==> config.mk <==
export PLATFORM = sky130hd
export DESIGN_NAME = buffer_pool_lru_frame_manager_top
export DESIGN_NICKNAME = d
export VERILOG_FILES = /design/src/bplfm_pkg.sv /design/src/buffer_pool_lru_frame_manager_top.sv /design/src/bplfm_cell.sv
export SDC_FILE = /design/constraint.sdc
export NUM_CORES = 2
export LEC_CHECK = 0
export ABC_AREA = 1
export BUFFER_PORTS_ARGS = -buffer_cell sky130_fd_sc_hd__buf_4
export CORE_MARGIN = 1
export CORE_UTILIZATION = 50
export CTS_BUF_LIST = sky130_fd_sc_hd__clkbuf_2
export CTS_CLUSTER_DIAMETER = 80
export DETAILED_ROUTE_END_ITERATION = 10
export PLACE_DENSITY = 0.65
export REMOVE_ABC_BUFFERS = 1
export SYNTH_ARGS = -nofsm -noshare
export SYNTH_HDL_FRONTEND = slang
export SYNTH_SLANG_ARGS = --single-unit
export TNS_END_PERCENT = 5
==> constraint.sdc <==
create_clock -name clk -period 2.4 [get_ports clk]
set_input_delay 0 -clock clk [delete_from_list [all_inputs] [get_ports clk]]
set_output_delay 0 -clock clk [all_outputs]
set_load 0.005 [all_outputs]
==> src/bplfm_pkg.sv <==
// Shared constants and command codes for the buffer pool frame manager.
// No dependencies; used by bplfm_cell and the top level.
package bplfm_pkg;

  // Default sizing, handed down through top-level parameters
  localparam int FRAMES_DEF         = 16;
  localparam int TABLE_ID_BITS_DEF  = 8;
  localparam int BLOCK_NUM_BITS_DEF = 24;

  // Width of the last-access stamp and the access clock
  localparam int STAMP_W = 32;

  // Request commands
  typedef enum logic [1:0] {
    CMD_LOOKUP = 2'd0,
    CMD_ALLOC  = 2'd1,
    CMD_DROP   = 2'd2,
    CMD_MARK   = 2'd3
  } cmd_t;

endpackage

==> src/buffer_pool_lru_frame_manager_top.sv <==
// Buffer pool frame manager with least-recently-used replacement: a chain of
// frame cells and the request sequencer. Depends on bplfm_pkg and bplfm_cell.
//
//   channel  handshake          beat contents
//   in_      start / busy       command, table id, block number, frame index
//   out_     out_valid strobe   frame, hit, writeback, fill/write flags, error
//
// Each request is handled in two phases: the search result walks the cell
// chain one frame per cycle, then the update state writes the chosen frame
// and registers the result. busy is high from the accepting edge until the
// result beat is shown; the next request is taken at the edge that ends that
// beat, so a new request is taken only once the last result is out.
// Reset (synchronous, rst_n low) clears every frame and the access clock.
// The receiver cannot stall: each result is on the out_ ports for one cycle.
module buffer_pool_lru_frame_manager_top #(
  parameter int FRAMES         = bplfm_pkg::FRAMES_DEF,
  parameter int TABLE_ID_BITS  = bplfm_pkg::TABLE_ID_BITS_DEF,
  parameter int BLOCK_NUM_BITS = bplfm_pkg::BLOCK_NUM_BITS_DEF,
  localparam int FW            = (FRAMES > 1) ? $clog2(FRAMES) : 1,
  localparam int SBW           = BLOCK_NUM_BITS - 1
) (
  input  logic                            clk,
  input  logic                            rst_n,
  input  logic                            start,
  output logic                            busy,
  input  logic [1:0]                      in_command,
  input  logic [TABLE_ID_BITS-1:0]        in_table_id,
  input  logic signed [BLOCK_NUM_BITS-1:0] in_block_number,
  input  logic [FW-1:0]                   in_frame_index,
  output logic                            out_valid,
  output logic [FW-1:0]                   out_frame,
  output logic                            out_hit,
  output logic                            out_writeback_needed,
  output logic [TABLE_ID_BITS-1:0]        out_writeback_table,
  output logic [SBW-1:0]                  out_writeback_block,
  output logic                            out_fill_read,
  output logic                            out_new_block_write,
  output logic                            out_error
);

  localparam int SW = bplfm_pkg::STAMP_W;
  localparam int CW = 3 * FW + 3 + SW + 1 + TABLE_ID_BITS + SBW;
  localparam int UW = 4 + FW + SW + 2 + FW;

  typedef struct packed {
    logic                     hit;
    logic [FW-1:0]            hit_idx;
    logic                     inv_found;
    logic [FW-1:0]            inv_idx;
    logic                     best_ok;
    logic [FW-1:0]            best_idx;
    logic [SW-1:0]            best_stamp;
    logic                     best_dirty;
    logic [TABLE_ID_BITS-1:0] best_table;
    logic [SBW-1:0]           best_block;
  } carry_t;

  typedef struct packed {
    logic          wr_en;
    logic          set_tag;
    logic          clear_dirty;
    logic          drop_en;
    logic [FW-1:0] wr_idx;
    logic [SW-1:0] stamp;
    logic          mark_en;
    logic          spare;
    logic [FW-1:0] mark_idx;
  } upd_t;

  typedef enum logic [2:0] {
    ST_IDLE   = 3'b001,
    ST_SCAN   = 3'b010,
    ST_UPDATE = 3'b100
  } state_t;

  state_t                    state_r, state_nxt;
  logic [FW-1:0]             cnt_r, cnt_nxt;
  bplfm_pkg::cmd_t           cmd_r;
  logic [TABLE_ID_BITS-1:0]  table_r;
  logic [BLOCK_NUM_BITS-1:0] block_r;
  logic [FW-1:0]             fidx_r;
  logic [SW-1:0]             clock_r, clock_nxt;

  logic                      valid_r, valid_nxt;
  logic [FW-1:0]             frame_r, frame_nxt;
  logic                      hit_r, hit_nxt;
  logic                      wb_r, wb_nxt;
  logic [TABLE_ID_BITS-1:0]  wb_table_r, wb_table_nxt;
  logic [SBW-1:0]            wb_block_r, wb_block_nxt;
  logic                      fill_r, fill_nxt;
  logic                      nbw_r, nbw_nxt;
  logic                      err_r, err_nxt;

  logic [CW-1:0]             carry_w [FRAMES];
  carry_t                    res;
  upd_t                      upd;
  logic                      accept;
  logic                      negative;
  logic                      idx_ok;
  logic [SBW-1:0]            req_sblock;

  assign accept     = start && (state_r == ST_IDLE);
  assign busy       = (state_r != ST_IDLE);
  assign res        = carry_t'(carry_w[FRAMES-1]);
  assign negative   = block_r[BLOCK_NUM_BITS-1];
  assign req_sblock = block_r[SBW-1:0];
  assign idx_ok     = ({1'b0, fidx_r} < (FW + 1)'(FRAMES));

  // Frame cells; each hands its search stage to the next
  for (genvar i = 0; i < FRAMES; i++) begin : g_cell
    logic [CW-1:0] cin;
    if (i == 0) begin : g_head
      assign cin = '0;
    end else begin : g_link
      assign cin = carry_w[i-1];
    end
    bplfm_cell #(
      .FRAMES         (FRAMES),
      .TABLE_ID_BITS  (TABLE_ID_BITS),
      .BLOCK_NUM_BITS (BLOCK_NUM_BITS),
      .CELL_IDX       (i)
    ) u_cell (
      .clk       (clk),
      .rst_n     (rst_n),
      .req_table (table_r),
      .req_block (req_sblock),
      .carry_i   (cin),
      .carry_o   (carry_w[i]),
      .upd_i     (UW'(upd))
    );
  end

  // Sequence: scan the chain, then the update state
  always_comb begin
    state_nxt = state_r;
    cnt_nxt   = cnt_r;
    case (state_r)
      ST_IDLE: begin
        if (start) begin
          state_nxt = ST_SCAN;
          cnt_nxt   = '0;
        end
      end
      ST_SCAN: begin
        cnt_nxt = cnt_r + 1'b1;
        if (cnt_r == FW'(FRAMES - 1)) begin
          state_nxt = ST_UPDATE;
        end
      end
      ST_UPDATE: begin
        state_nxt = ST_IDLE;
      end
      default: begin
        state_nxt = ST_IDLE;
      end
    endcase
  end

  // Decide the frame write and the result beat from the chain's end
  always_comb begin
    upd          = '0;
    clock_nxt    = clock_r;
    valid_nxt    = 1'b0;
    frame_nxt    = '0;
    hit_nxt      = 1'b0;
    wb_nxt       = 1'b0;
    wb_table_nxt = '0;
    wb_block_nxt = '0;
    fill_nxt     = 1'b0;
    nbw_nxt      = 1'b0;
    err_nxt      = 1'b0;
    upd.mark_idx = fidx_r;
    if (state_r == ST_UPDATE) begin
      valid_nxt = 1'b1;
      case (cmd_r)
        bplfm_pkg::CMD_LOOKUP, bplfm_pkg::CMD_ALLOC: begin
          if (negative) begin
            err_nxt = 1'b1;
          end else begin
            clock_nxt = clock_r + 1'b1;
            upd.wr_en = 1'b1;
            upd.stamp = clock_nxt;
            if (res.hit) begin
              upd.wr_idx      = res.hit_idx;
              upd.clear_dirty = (cmd_r == bplfm_pkg::CMD_ALLOC);
              hit_nxt         = 1'b1;
              nbw_nxt         = (cmd_r == bplfm_pkg::CMD_ALLOC);
            end else begin
              // miss: take a free frame if any, else evict the oldest stamp
              upd.wr_idx      = res.inv_found ? res.inv_idx : res.best_idx;
              upd.set_tag     = 1'b1;
              upd.clear_dirty = 1'b1;
              if (!res.inv_found && res.best_dirty) begin
                wb_nxt       = 1'b1;
                wb_table_nxt = res.best_table;
                wb_block_nxt = res.best_block;
              end
              fill_nxt = (cmd_r == bplfm_pkg::CMD_LOOKUP);
              nbw_nxt  = (cmd_r == bplfm_pkg::CMD_ALLOC);
            end
            frame_nxt = upd.wr_idx;
          end
        end
        bplfm_pkg::CMD_DROP: begin
          upd.drop_en = 1'b1;
        end
        bplfm_pkg::CMD_MARK: begin
          frame_nxt   = fidx_r;
          upd.mark_en = idx_ok;
        end
        default: begin
          valid_nxt = 1'b1;
        end
      endcase
    end
  end

  // Hold request and result registers
  always_ff @(posedge clk) begin
    if (!rst_n) begin
      state_r <= ST_IDLE;
      cnt_r   <= '0;
      clock_r <= '0;
      valid_r <= 1'b0;
    end else begin
      state_r <= state_nxt;
      cnt_r   <= cnt_nxt;
      clock_r <= clock_nxt;
      valid_r <= valid_nxt;
    end
  end

  always_ff @(posedge clk) begin
    if (accept) begin
      cmd_r   <= bplfm_pkg::cmd_t'(in_command);
      table_r <= in_table_id;
      block_r <= in_block_number;
      fidx_r  <= in_frame_index;
    end
    frame_r    <= frame_nxt;
    hit_r      <= hit_nxt;
    wb_r       <= wb_nxt;
    wb_table_r <= wb_table_nxt;
    wb_block_r <= wb_block_nxt;
    fill_r     <= fill_nxt;
    nbw_r      <= nbw_nxt;
    err_r      <= err_nxt;
  end

  assign out_valid            = valid_r;
  assign out_frame            = frame_r;
  assign out_hit              = hit_r;
  assign out_writeback_needed = wb_r;
  assign out_writeback_table  = wb_table_r;
  assign out_writeback_block  = wb_block_r;
  assign out_fill_read        = fill_r;
  assign out_new_block_write  = nbw_r;
  assign out_error            = err_r;

endmodule

==> src/bplfm_cell.sv <==
// One frame of the buffer pool: tag, valid, dirty and stamp, plus one stage
// of the search chain. Depends on bplfm_pkg.
module bplfm_cell #(
  parameter int FRAMES         = bplfm_pkg::FRAMES_DEF,
  parameter int TABLE_ID_BITS  = bplfm_pkg::TABLE_ID_BITS_DEF,
  parameter int BLOCK_NUM_BITS = bplfm_pkg::BLOCK_NUM_BITS_DEF,
  parameter int CELL_IDX       = 0,
  localparam int FW            = (FRAMES > 1) ? $clog2(FRAMES) : 1,
  localparam int SBW           = BLOCK_NUM_BITS - 1,
  localparam int CW            = 3 * FW + 3 + bplfm_pkg::STAMP_W + 1 + TABLE_ID_BITS + SBW,
  localparam int UW            = 4 + FW + bplfm_pkg::STAMP_W + 2 + FW
) (
  input  logic                     clk,
  input  logic                     rst_n,
  input  logic [TABLE_ID_BITS-1:0] req_table,
  input  logic [SBW-1:0]           req_block,
  input  logic [CW-1:0]            carry_i,
  output logic [CW-1:0]            carry_o,
  input  logic [UW-1:0]            upd_i
);

  // Running search result handed from cell to cell
  typedef struct packed {
    logic                          hit;
    logic [FW-1:0]                 hit_idx;
    logic                          inv_found;
    logic [FW-1:0]                 inv_idx;
    logic                          best_ok;
    logic [FW-1:0]                 best_idx;
    logic [bplfm_pkg::STAMP_W-1:0] best_stamp;
    logic                          best_dirty;
    logic [TABLE_ID_BITS-1:0]      best_table;
    logic [SBW-1:0]                best_block;
  } carry_t;

  // Frame write broadcast by the controller in its update cycle
  typedef struct packed {
    logic                          wr_en;
    logic                          set_tag;
    logic                          clear_dirty;
    logic                          drop_en;
    logic [FW-1:0]                 wr_idx;
    logic [bplfm_pkg::STAMP_W-1:0] stamp;
    logic                          mark_en;
    logic                          spare;
    logic [FW-1:0]                 mark_idx;
  } upd_t;

  localparam logic [FW-1:0] MY_IDX = FW'(CELL_IDX);

  logic                          valid_r, valid_nxt;
  logic                          dirty_r, dirty_nxt;
  logic [TABLE_ID_BITS-1:0]      table_r, table_nxt;
  logic [SBW-1:0]                block_r, block_nxt;
  logic [bplfm_pkg::STAMP_W-1:0] stamp_r, stamp_nxt;
  carry_t                        cin;
  carry_t                        carry_r, carry_nxt;
  upd_t                          upd;
  logic                          tag_hit;

  assign cin     = carry_t'(carry_i);
  assign upd     = upd_t'(upd_i);
  assign carry_o = CW'(carry_r);
  assign tag_hit = valid_r && (table_r == req_table) && (block_r == req_block);

  // Fold this frame into the running search result
  always_comb begin
    carry_nxt = cin;
    if (!cin.hit && tag_hit) begin
      carry_nxt.hit     = 1'b1;
      carry_nxt.hit_idx = MY_IDX;
    end
    if (!cin.inv_found && !valid_r) begin
      carry_nxt.inv_found = 1'b1;
      carry_nxt.inv_idx   = MY_IDX;
    end
    // strict compare keeps the lowest index on equal stamps
    if (!cin.best_ok || (stamp_r < cin.best_stamp)) begin
      carry_nxt.best_ok    = 1'b1;
      carry_nxt.best_idx   = MY_IDX;
      carry_nxt.best_stamp = stamp_r;
      carry_nxt.best_dirty = dirty_r;
      carry_nxt.best_table = table_r;
      carry_nxt.best_block = block_r;
    end
  end

  // Apply the broadcast update to this frame
  always_comb begin
    valid_nxt = valid_r;
    dirty_nxt = dirty_r;
    table_nxt = table_r;
    block_nxt = block_r;
    stamp_nxt = stamp_r;
    if (upd.wr_en && (upd.wr_idx == MY_IDX)) begin
      if (upd.set_tag) begin
        valid_nxt = 1'b1;
        table_nxt = req_table;
        block_nxt = req_block;
      end
      if (upd.clear_dirty) begin
        dirty_nxt = 1'b0;
      end
      stamp_nxt = upd.stamp;
    end
    if (upd.drop_en && valid_r && (table_r == req_table)) begin
      valid_nxt = 1'b0;
      dirty_nxt = 1'b0;
      table_nxt = '0;
      block_nxt = '0;
      stamp_nxt = '0;
    end
    if (upd.mark_en && (upd.mark_idx == MY_IDX) && valid_r) begin
      dirty_nxt = 1'b1;
    end
  end

  // Hold frame state; advance the search stage every cycle
  always_ff @(posedge clk) begin
    if (!rst_n) begin
      valid_r <= 1'b0;
      dirty_r <= 1'b0;
      table_r <= '0;
      block_r <= '0;
      stamp_r <= '0;
      carry_r <= '0;
    end else begin
      valid_r <= valid_nxt;
      dirty_r <= dirty_nxt;
      table_r <= table_nxt;
      block_r <= block_nxt;
      stamp_r <= stamp_nxt;
      carry_r <= carry_nxt;
    end
  end

endmodule
==> impl_metrics.env <==
export IMPL_final_util_pct=58.5
export IMPL_dieArea_um2=210000
export IMPL_num_io_pins=83
export IMPL_wl_per_cell_um=20.5
export IMPL_critical_path_depth=5
export IMPL_fin_area_um2=121000
export IMPL_gp_congestion=0.949
export IMPL_pre_cts_slack_ns=-0.613
export IMPL_critical_path_max_stage_delay_ns=0.35
export IMPL_cts_max_path_buffers=4
export IMPL_cp_num_buf_inv=4
export IMPL_vias_per_cell=5.58
export IMPL_drc_errors=0
export IMPL_drv_cap=0
export IMPL_endpoint_kind="output port"
export IMPL_grt_pass1_vias=95326
export IMPL_die_h_um=459
export IMPL_slew_headroom_pct=14.5
export IMPL_r2r_start="state_r[0]"
export IMPL_cts_tree="done"
export IMPL_drtIter0Drc=10668
export IMPL_hold_class="flip-flop to flip-flop"
export IMPL_path_cells="buf_6 > inv_4 > nor3_4 > inv_2 > buf_6"
export IMPL_core_area_um2=207000
export IMPL_grt_pass1_wl_mm=548
export IMPL_fin_skew_ns=0.161
export IMPL_worstRegToRegCells=14
export IMPL_initial_utilization_pct=50.3
export IMPL_synth_area_um2=104000
export IMPL_violations="setup timing"
export IMPL_status="finished, violations left"
export IMPL_max_freq_mhz=366
export IMPL_ys_seq_elements=2344
export IMPL_htreeDepth=6
export IMPL_synthDistinctLibCells=49
export IMPL_worst_pin_slew_ns=1.28
export IMPL_dr_pass1_iters=6
export IMPL_antenna_found_initial=13
export IMPL_wirelength_mm=365
export IMPL_dpl_cell_area_um2=112000
export IMPL_seq_area_frac_synth_pct=45.4
export IMPL_cts_buffers=617
export IMPL_syn_area_per_cell_um2=7.43
export IMPL_cp_arrival_ns=2.73
export IMPL_numPortBuffers=82
export IMPL_cp_top_family="buffers and inverters"
export IMPL_period_needed_ns=2.73
export IMPL_rsz0062_at_grt="true"
export IMPL_synth_cells=14030
export IMPL_cp_slowest_cell="dfxtp_2"
export IMPL_dp_hpwl_mm=251
export IMPL_gr_usage_all_layers_pct=33.4
export IMPL_area_delta_synth_final_pct=16.2
export IMPL_p_leak_uw=0.0515
export IMPL_worstPathMaxFanout=2
export IMPL_cpMostUsedCell="buf_6"
export IMPL_reg2reg_setup_slack_ns=-0.25
export IMPL_cts_sinks=2344
export IMPL_vias=99345
export IMPL_slew_violations=0
export IMPL_path_class="flip-flop to output port"
export IMPL_fp_row_count=167
export IMPL_power_per_cell_area_nw_per_um2=632
export IMPL_ant_nets=0
export IMPL_clock_root_buffer="clkbuf_2"
export IMPL_min_period_over_period_pct=114
export IMPL_grt_max_degree=176
export IMPL_nNetsFinal=15106
export IMPL_drive_gt1_share_pct=13.3
export IMPL_nFillCells=19066
export IMPL_critPathRequiredTime_ns=2.40
export IMPL_crit_start="state_r[0]"
export IMPL_clk_latency_ns=1.96
export IMPL_timing_final_ws_setup_ns=-0.333
export IMPL_reg2reg_to="g_cell[5].u_cell.block_r[19]"
export IMPL_yosys_warnings=0
export IMPL_peakVddDrop_mv=0.486
export IMPL_cp_endpoint="busy"
export IMPL_hold_violations=0
export IMPL_finalSetupViolCount=889
export IMPL_critPathLaunchType="flip-flop"
export IMPL_path_clk_slew_ns=0.10
export IMPL_overflow=0
export IMPL_fp_dieW_um=459
-- Yosys cell counts (all sizes together) --
master / number / share of area (%)
buf: 242 / 1.0
and2: 1 / 0.0060
o2111ai: 12 / 0.10
a21oi: 1885 / 9.1
o211ai: 33 / 0.24
o22ai: 71 / 0.43
a22o: 5 / 0.042
a31oi: 9 / 0.054
a21o: 2 / 0.014
o221ai: 1 / 0.0084
nand3: 1225 / 5.9
nor3b: 28 / 0.20
a21boi: 1 / 0.0072
o211a: 25 / 0.24
o21bai: 2 / 0.014
nor3: 134 / 0.67
ha: 467 / 5.6
a211oi: 101 / 0.73
o21a: 22 / 0.16
or2: 18 / 0.11
nand3b: 39 / 0.28
a221oi: 2 / 0.017
xor2: 92 / 0.77
nand2: 2128 / 7.7
nor4: 12 / 0.072
inv: 1557 / 5.6
edfxtp: 38 / 1.1
nand4: 333 / 2.0
dfxtp: 2306 / 44
clkinv: 7 / 0.025
o21ai: 713 / 3.4
clkbuf: 795 / 2.9
xnor2: 187 / 1.6
nor2: 1537 / 5.6
-- area by class of cell --
type / count / area [µm²] / area share, %
Multi-Input combinational cell: 9087 / 47700 / 39.4
Timing Repair Buffer: 984 / 11400 / 9.42
Clock inverter: 155 / 855 / 0.706
Tap cell: 2788 / 3490 / 2.88
Sequential cell: 2344 / 47400 / 39.1
Inverter: 1564 / 5910 / 4.88
Clock buffer: 869 / 4350 / 3.59
Antenna cell: 13 / 32.5 / 0.0269
-- cell families after synthesis --
kind of cell / share of synthesized area (%)
flip-flops: 45.4
AND/OR/NAND/NOR: 22.6
XOR/XNOR: 2.35
buffers and inverters: 9.54
AO/OA/AOI/OAI: 14.5
adder cells (fa/ha/maj): 5.61
-- flip-flops by register name, indices dropped and copies added, names as in the netlist, 16 cells and up --
name and cells:
g_cell.u_cell.block_r 368, g_cell.u_cell.table_r 128, out_writeback_block 23, clock_r 32
g_cell.u_cell.carry_o 1186, g_cell.u_cell.dirty_r 16, block_r 24, g_cell.u_cell.stamp_r 512
g_cell.u_cell.valid_r 16
-- worst min-delay path by stage --
| stage | slack (ns) | end | cells after the start | from |
|---|---|---|---|---|
| floorplan | 0.03 | g_cell[0].u_cell.carry_o[68] | 0 | rst_n |
| global placement | 0.18 | block_r[7] | 1 | in_block_number[7] |
| detailed placement | 0.18 | block_r[7] | 1 | in_block_number[7] |
| CTS | 0.03 | table_r[0] | 4 | in_table_id[0] |
| global route | 0.17 | table_r[5] | 4 | in_table_id[5] |
| finish | 0.31 | g_cell[8].u_cell.carry_o[76] | 2 | g_cell[7].u_cell.carry_o[76] |
-- power breakdown --
part | switching [µW] | leakage [µW] | internal [µW]
Sequential | 506 | 0.0191 | 39800
Clock | 16600 | 0.00402 | 10600
Combinational | 5920 | 0.0285 | 3200
Total | 23000 | 0.0515 | 53600
-- cells in the final DEF (no fill, tap or decap), drive strengths merged, types with 5 or more instances in the layout --
| master | netlist | layout |
|---|---|---|
| o21a | 22 | 22 |
| dfxtp | 2306 | 2306 |
| nor4 | 12 | 12 |
| a31oi | 9 | 9 |
| o211a | 25 | 25 |
| inv | 1557 | 1562 |
| a21oi | 1885 | 1885 |
| nand4 | 333 | 333 |
| diode | 0 | 13 |
| nor3b | 28 | 28 |
| o2111ai | 12 | 12 |
| clkinv | 7 | 140 |
| buf | 242 | 817 |
| dlygate4sd3 | 0 | 155 |
| nor3 | 134 | 134 |
| a211oi | 101 | 101 |
| nand3b | 39 | 39 |
| ha | 467 | 467 |
| a22o | 5 | 5 |
| o21ai | 713 | 713 |
| o22ai | 71 | 71 |
| xnor2 | 187 | 187 |
| or2 | 18 | 18 |
| clkinvlp | 0 | 8 |
| clkbuf | 795 | 881 |
| nor2 | 1537 | 1537 |
| nand3 | 1225 | 1225 |
| nand2 | 2128 | 2130 |
| bufinv | 0 | 9 |
| o211ai | 33 | 33 |
| xor2 | 92 | 92 |
| edfxtp | 38 | 38 |
-- worst register-to-register path, stage by stage (launching register included) --
cell	delay, ns
dfxtp_2	0.34
buf_4	0.14
nor3_4	0.29
buf_12	0.15
buf_6	0.09
nand3_4	0.11
buf_12	0.16
nor2_8	0.15
nand2_4	0.11
buf_6	0.15
nor2_4	0.24
nand2_2	0.11
buf_12	0.18
o21ai_0	0.23
a21oi_1	0.06
-- metrics by stage --
step / total power, µW / hold slack [ns] / setup TNS [ns] / cells
floorplan: 45700 / 0.0277 / -3815.25 / 12993
global placement: 49600 / 0.178 / -244.45 / 16553
detailed placement: 49700 / 0.179 / -166.48 / 16553
CTS: 76800 / 0.0311 / -30.22 / 17752
global route: 80100 / 0.169 / -186.19 / 17803
finish: 76600 / 0.308 / -58.00 / 17804
-- timing repair --
action / in CTS / in global routing
endpoints found under the hold margin: 2342 / 0
setup endpoints to repair: 1041 / 1636
setup buffers: 12 / 25
cloned: 6 / 14
hold buffers: 158 / 0
pin swaps: 19 / 9
gates resized for setup: 397 / 57
-- metal layers --
metal	global-route usage, %	vias to the layer above	wire length (µm)
met5	0	-	74
met4	21.5	10	26000
li1	-	47343	-
met2	53.2	4878	164000
met3	6.29	1109	30800
met1	41.3	46005	144000
Note: power is estimated with default switching activity, not from simulation.
